==> config.mk <==
export PLATFORM = sky130hd
export DESIGN_NAME = ext2il_div
export DESIGN_NICKNAME = d
export VERILOG_FILES = /design/src/rtl/ext2il_pkg.sv /design/src/rtl/ext2il_div.sv
export SDC_FILE = /design/constraint.sdc
export NUM_CORES = 2
export LEC_CHECK = 0
export BUFFER_PORTS_ARGS = -buffer_cell sky130_fd_sc_hd__buf_2
export CAP_MARGIN = 10
export CORE_ASPECT_RATIO = 0.9
export CORE_MARGIN = 2
export CORE_UTILIZATION = 39
export DETAILED_ROUTE_END_ITERATION = 16
export PLACE_DENSITY = 0.54
export SKIP_LAST_GASP = 1
export SYNTH_ARGS = -nofsm -noshare
export SYNTH_HDL_FRONTEND = slang
export SYNTH_MEMORY_MAX_BITS = 65536
export SYNTH_SLANG_ARGS = --single-unit
==> constraint.sdc <==
create_clock -name aclk -period 9.4 [get_ports aclk]
set_clock_uncertainty 0.1 [all_clocks]
set_input_delay 0.47 -clock aclk [delete_from_list [all_inputs] [get_ports aclk]]
set_output_delay 0.47 -clock aclk [all_outputs]
set_load 0.05 [all_outputs]
==> src/rtl/ext2il_pkg.sv <==
// shared types and constants for the ext2 inode locator
// no dependencies
package ext2il_pkg;

    localparam int MAX_GROUPS   = 1024;
    localparam int GRP_AW       = $clog2(MAX_GROUPS);
    localparam int DIV_W        = 32;
    localparam int GCNT_W       = GRP_AW + 1;

    // configuration register indexes
    localparam logic [2:0] CFG_INODE_COUNT = 3'd0;
    localparam logic [2:0] CFG_IPG         = 3'd1;
    localparam logic [2:0] CFG_REVISION    = 3'd2;
    localparam logic [2:0] CFG_RAW_SIZE    = 3'd3;
    localparam logic [2:0] CFG_BSIZE_LOG   = 3'd4;
    localparam logic [2:0] CFG_GROUP_COUNT = 3'd5;

    // item kinds and result codes
    localparam logic       FUNC_LOAD   = 1'b0;
    localparam logic       FUNC_LOCATE = 1'b1;
    localparam logic [1:0] ST_OK       = 2'd0;
    localparam logic [1:0] ST_BAD_INO  = 2'd1;
    localparam logic [1:0] ST_BAD_GRP  = 2'd2;

    localparam logic [12:0] DEF_INODE_SIZE = 13'd128;

    // fields that ride along with an item through the divider
    typedef struct packed {
        logic              func;
        logic [GRP_AW-1:0] slot;
        logic [31:0]       start;
        logic              bad_ino;
    } side_t;

endpackage

==> src/rtl/ext2il_div.sv <==
// pipelined restoring divider, one quotient bit per stage
// depends on ext2il_pkg
module ext2il_div (
    input  logic                      aclk,
    input  logic                      aresetn,
    input  logic                      en,
    input  logic                      in_valid,
    input  logic [31:0]               in_num,
    input  logic [32:0]               in_den,
    input  ext2il_pkg::side_t         in_side,
    output logic                      out_valid,
    output logic [31:0]               out_quot,
    output logic [31:0]               out_rem,
    output ext2il_pkg::side_t         out_side
);
    import ext2il_pkg::*;

    logic [DIV_W-1:0] vld_reg;
    logic [31:0]      num_reg [DIV_W];
    logic [31:0]      rem_reg [DIV_W];
    logic [31:0]      quo_reg [DIV_W];
    side_t            side_reg [DIV_W];

    logic [31:0]      num_next [DIV_W];
    logic [31:0]      rem_next [DIV_W];
    logic [31:0]      quo_next [DIV_W];

    // one shift and trial subtract per stage
    always_comb begin
        logic [31:0] n_prev;
        logic [31:0] r_prev;
        logic [31:0] q_prev;
        logic [32:0] trial;
        for (int k = 0; k < DIV_W; k++) begin
            n_prev = (k == 0) ? in_num : num_reg[(k == 0) ? 0 : k - 1];
            r_prev = (k == 0) ? 32'd0  : rem_reg[(k == 0) ? 0 : k - 1];
            q_prev = (k == 0) ? 32'd0  : quo_reg[(k == 0) ? 0 : k - 1];
            trial  = {r_prev, n_prev[31]};
            num_next[k] = {n_prev[30:0], 1'b0};
            if (trial >= in_den) begin
                rem_next[k] = 32'(trial - in_den);
                quo_next[k] = {q_prev[30:0], 1'b1};
            end else begin
                rem_next[k] = trial[31:0];
                quo_next[k] = {q_prev[30:0], 1'b0};
            end
        end
    end

    // stage valid bits
    always_ff @(posedge aclk) begin
        if (!aresetn) begin
            vld_reg <= '0;
        end else if (en) begin
            vld_reg <= {vld_reg[DIV_W-2:0], in_valid};
        end
    end

    // stage payload
    always_ff @(posedge aclk) begin
        if (en) begin
            for (int k = 0; k < DIV_W; k++) begin
                num_reg[k]  <= num_next[k];
                rem_reg[k]  <= rem_next[k];
                quo_reg[k]  <= quo_next[k];
                side_reg[k] <= (k == 0) ? in_side : side_reg[(k == 0) ? 0 : k - 1];
            end
        end
    end

    assign out_valid = vld_reg[DIV_W-1];
    assign out_quot  = quo_reg[DIV_W-1];
    assign out_rem   = rem_reg[DIV_W-1];
    assign out_side  = side_reg[DIV_W-1];

endmodule

## Word-level counts from Yosys, hierarchy flattened

Memory sizes are Yosys's and may differ from the RTL's.
Cells that the tools add are included.

| cells by class | value |
|---|---|
| bitwise operators | 0 |
| magnitude comparators | 32 |
| divide/modulo/power cells | 0 |
| reduce and logical (&&, ||, !) cells | 0 |
| eq/ne operators | 0 |
| multipliers | 0 |
| muxes and demuxes | 66 |
| shifts and indexed selects | 0 |
| add/sub/neg operators | 32 |

Operators with widths:

| cell | number |
|---|---|
| 32-bit two-way mux | 32 |
| 33-bit >= comparator | 31 |
| 32-bit subtractor | 31 |
| 1-bit two-way mux | 34 |
| 1-bit by 33-bit >= comparator with 1-bit output | 1 |
| 1-bit by 32-bit subtractor with 32-bit output | 1 |

| word-level totals | value |
|---|---|
| bits in read-only memories | 0 |
| memories kept | 4 |
| bits of input ports | 113 |
| register bits | 32 |
| word-level logic and storage cells | 135 |
| RAM bits | 4448 |
| latch bits | 0 |

Memory list:

| memory | depth | bits a word | read ports | clocked after Yosys merged registers in | write ports | line | text |
|---|---|---|---|---|---|---|---|
| side_reg | 32 | 44 | 32 | 0 | 32 | ext2il_div.sv:22 | `side_t side_reg [DIV_W];` |
| quo_reg | 32 | 32 | 32 | 0 | 32 | ext2il_div.sv:21 | `logic [31:0] quo_reg [DIV_W];` |
| rem_reg | 32 | 32 | 32 | 0 | 32 | ext2il_div.sv:20 | `logic [31:0] rem_reg [DIV_W];` |
| num_reg | 32 | 31 | 31 | 0 | 32 | ext2il_div.sv:19 | `logic [31:0] num_reg [DIV_W];` |

## Depth between registers and ports, before layout

An unclocked memory read counts as a cell.

| logic depth | value |
|---|---|
| depth after elaboration | 3 |
| mapped depth | 17 |

## Worst setup path after synthesis

Ideal clock, no wire load.

| path | value |
|---|---|
| path type | input-to-reg |
| start point | input in_den[1] |
| end point | memory rem_reg[4][4], in the netlist rem_reg[0][132], data pin |
| required time | 9.040 ns |
| arrival | 4.169 ns |
| setup time | 0.260 ns |
| slack | 4.870 ns |
| cell stages on the path | 16 |
| cell sequence | inv_1 > ha_1 > nor2b_4 > o31a_4 > o21ai_4 > o221ai_2 > o21a_1 > a31oi_4 > o211ai_2 > a311oi_2 > o21ai_1 > a221o_1 > a21o_1 > buf_6 > buf_12 > mux2_4 |

RTL lines:

| what | line | text |
|---|---|---|
| start: declaration | ext2il_div.sv:9 | `input logic [32:0] in_den,` |
| end: declaration | ext2il_div.sv:20 |  |

==> metrics.md <==
| Metric | Value |
|---|---|
| Mapped Area | `165000 um^2` |
| Max reg flops | `1408` |
| Top Family by Delay on Critical Path | `compound AO/OA/AOI/OAI gates` |
| Reg clk slew, reported paths | `0.06 ns` |
| Layout Cells excl Fill | `18659` |
| Grt met3 use | `0.0218` |
| Crit path top cell by count | `o31ai_1` |
| Final TNS setup | `0 ns` |
| Met1 Track Usage GR | `0.271` |
| Startpoint Class | `input port` |
| Via/cell ratio | `5.40` |
| Fmax | `168 MHz` |
| Syn-to-layout area delta | `12.9%` |
| Crit. End Element | `register` |
| Initial cell density of the core | `0.391` |
| Outcome | `finished, final reports clean` |
| Fin crit period | `5.94 ns` |
| Post-Synthesis Cells | `12289` |
| Vias in the first global route | `97417` |
| Worst reg2reg setup slack | `4.51 ns` |
| Final wirelength | `408000 um` |
| Syn Area/Cell | `13.4 um^2` |
| Via count | `100844` |
| Initial antenna violation count | `20` |
| DRC | `0` |
| Input/output buffers | `221` |
| Crit-path max cell delay | `0.66 ns` |
| Tcrit/Tclk final | `0.632` |
| Worst hold path type | `input port to register` |
| Synth cell types | `101` |
| CP Buf/Inv Count | `4` |
| Hold path cells | `2` |
| Ys async rst share | `0` |
| Hold endpoint | `side_reg[0][34]` |
| Final #Nets | `13928` |
| Main synth FF type | `edfxtp_1` |
| Gr ovfl total | `0` |
| Per-cell routed wire length | `21.9 um` |
| VDD IR max | `0.168 mV` |
| Clock buffer count from CTS | `376` |
| Launching point of the worst reg2reg path | `rem_reg[1][192]` |
| Final Setup Violations | `0` |
| Fraction of layout cells with a size suffix above 1 | `0.0979` |
| FP Rows | `226` |
| RSZ-0062 raised after global routing | `no` |
| Chip Height | `620 um` |
| Met2 usage | `0.285` |
| Sink Count | `3488` |
| FF+latch count, synth | `3488` |
| Clock Tree Buf Depth | `4` |
| EDFF count, synth | `3456` |
| Detailed placement HPWL | `272000 um` |
| Slowest CP cell | `inv_2` |
| Final Wtd Congestion | `0.898` |
| CP Cell Sequence | `dlygate4sd3_1 > buf_4 > inv_2 > buf_4 > ha_1 > nor2b_1 > o31a_1 > o31ai_1 > a31oi_1 > a31o_2 > o21ai_0 > o31ai_1 > nor2b_1 > o31ai_1 > nand2_2 > mux2_2` |
| Die W | `689 um` |
| Crit Reg-Reg Endpoint | `rem_reg[1][231]` |
| GR peak layer | `met2` |
| Register area share after synthesis | `0.634` |
| TritonCTS clock tree | `yes` |
| Cts repair resizes | `0` |
| # H-tree levels | `5` |
| PwrDens | `332 nW/um^2` |
| Global-route wire length before repair | `608000 um` |
| Setup CP Type | `input port to register` |
| CTS root buf | `clkbuf_16` |
| # IOs | `222` |
| Critical Path AT | `6.51 ns` |
| TritonRoute pass-1 iters | `6` |
| Largest net degree at the start of global routing | `183` |
| Post-route antenna net violation count | `0` |
| Yosys Warn Count | `0` |
| Initial drt markers | `8789` |
| Reg2Reg Depth | `13` |
| WP data required | `9.98 ns` |
| Util after Layout | `0.442` |
| Gr usage total | `0.185` |
| Crit Path Max Fanout | `52` |
| Relative slew slack | `0.214` |
| Hold_sp | `in_side[34]` |
| Hold Violations, Final | `0` |
| Max-cap violations | `0` |
| Syn Nets | `13458` |
| Core Area | `421000 um^2` |
| Clock Latency Late Sink | `1.00 ns` |
| Die area | `427000 um^2` |
| Pleak | `70.2 nW` |
| Measured slew at the worst slew-check pin | `1.18 ns` |
| Max Slew Vio Count | `0` |
| Dpl cells | `17868` |
timing repair:
| item | in CTS | in global routing |
|---|---|---|
| buffers inserted | 0 | 0 |
| endpoints found under the hold margin | 198 | 0 |
| hold buffers | 99 | 0 |
stage by stage:
| step | hold slack, ns | power (mW) | setup slack, ns | area [um^2] |
|---|---|---|---|---|
| 2_1_floorplan | 0.300 | 40.3 | 4.87 | 165000 |
| 3_3_place_gp | 0.300 | 46.5 | 3.17 | 172000 |
| 3_5_place_dp | 0.305 | 46.7 | 3.06 | 172000 |
| 4_1_cts | 0.000134 | 62.0 | 3.53 | 186000 |
| 5_1_grt | 0.0507 | 65.5 | 3.14 | 186000 |
| 6_report | 0.0943 | 61.6 | 3.46 | 186000 |
layout make-up:
cell class / instances / area [um^2]
fill: 37813 / 235000
sequential: 3488 / 104000
multi-input combinational: 8162 / 57600
clock buffer: 444 / 9720
tap: 5586 / 6990
timing repair buffer: 448 / 3410
clock inverter: 244 / 2620
inverter: 283 / 1060
antenna: 4 / 10.0
worst max-delay path by stage:
stage              start              end  slack, ns  cells after the start
2_1_floorplan  in_den[1]  rem_reg[0][132]       4.87                     16
3_3_place_gp   in_den[1]  rem_reg[0][195]       3.17                     15
3_5_place_dp   in_den[1]  rem_reg[0][211]       3.06                     15
4_1_cts        in_den[1]  rem_reg[0][200]       3.53                     16
5_1_grt        in_den[1]  rem_reg[0][200]       3.14                     16
6_report       in_den[1]  rem_reg[0][200]       3.46                     16
metal layers:
layer / vias up / wire, um / part of all wire
met5: - / 13 / 0.000032
met4: 2 / 14000 / 0.034
met3: 694 / 19400 / 0.048
met2: 2630 / 180000 / 0.44
met1: 49563 / 195000 / 0.48
li1: 47955 / - / -
power by group:
part / leakage [nW] / total [mW] / switching [mW] / internal (mW)
clock network: 5.95 / 14.7 / 6.33 / 8.42
registers: 34.1 / 23.6 / 2.21 / 21.4
logic: 30.1 / 23.3 / 13.7 / 9.61
cell usage after synthesis, drive strengths merged (224+ instances only):
cell / number / area, um^2
a21oi: 999 / 5010
xnor2: 459 / 4020
o21ai: 924 / 4640
mux2: 239 / 2850
edfxtp: 3456 / 104000
ha: 1025 / 12800
xor2: 356 / 3120
a21o: 520 / 3900
clkbuf: 224 / 841
nand2: 911 / 3420
inv: 282 / 1060
nor2: 614 / 2300
cells by family (layout without fill, tap and decap cells):
logic type               after synthesis  in the layout  synth area share
XOR/XNOR                             815            815            0.0434
buffers and inverters                639           1419            0.0173
AO/OA/AOI/OAI                       3305           3305             0.125
adder cells (fa/ha/maj)             1056           1056            0.0817
multiplexers                         297            297            0.0208
AND/OR/NAND/NOR                     2689           2689            0.0780
other                                  0              4                 0
flip-flops                          3488           3488             0.634
cells in the final DEF (no fill, tap or decap), types with 36 or more instances in the layout:
cell type and count:
or3_1 45, and4_1 36, clkbuf_16 377, dlygate4sd3_1 99, mux2_2 197, o21bai_1 103, xor2_1 356, and3_1 78
o21ai_0 887, a31oi_1 108, a211oi_1 62, nand2b_1 150, xnor2_1 459, or2_2 38, buf_4 102, edfxtp_1 3456
nor2_1 614, mux2i_1 58, nand4_1 162, nor4_1 68, o21a_1 151, a21oi_1 991, clkinv_1 92, ha_1 1025
nand2_1 910, mux2_4 42, nor2b_1 182, nor3_1 119, o31ai_1 74, nand3_1 189, a21o_1 518, buf_2 219
clkbuf_1 64, and2_1 39, inv_1 250, clkinv_2 56
No activity file was read; power rests on OpenSTA's default activity.
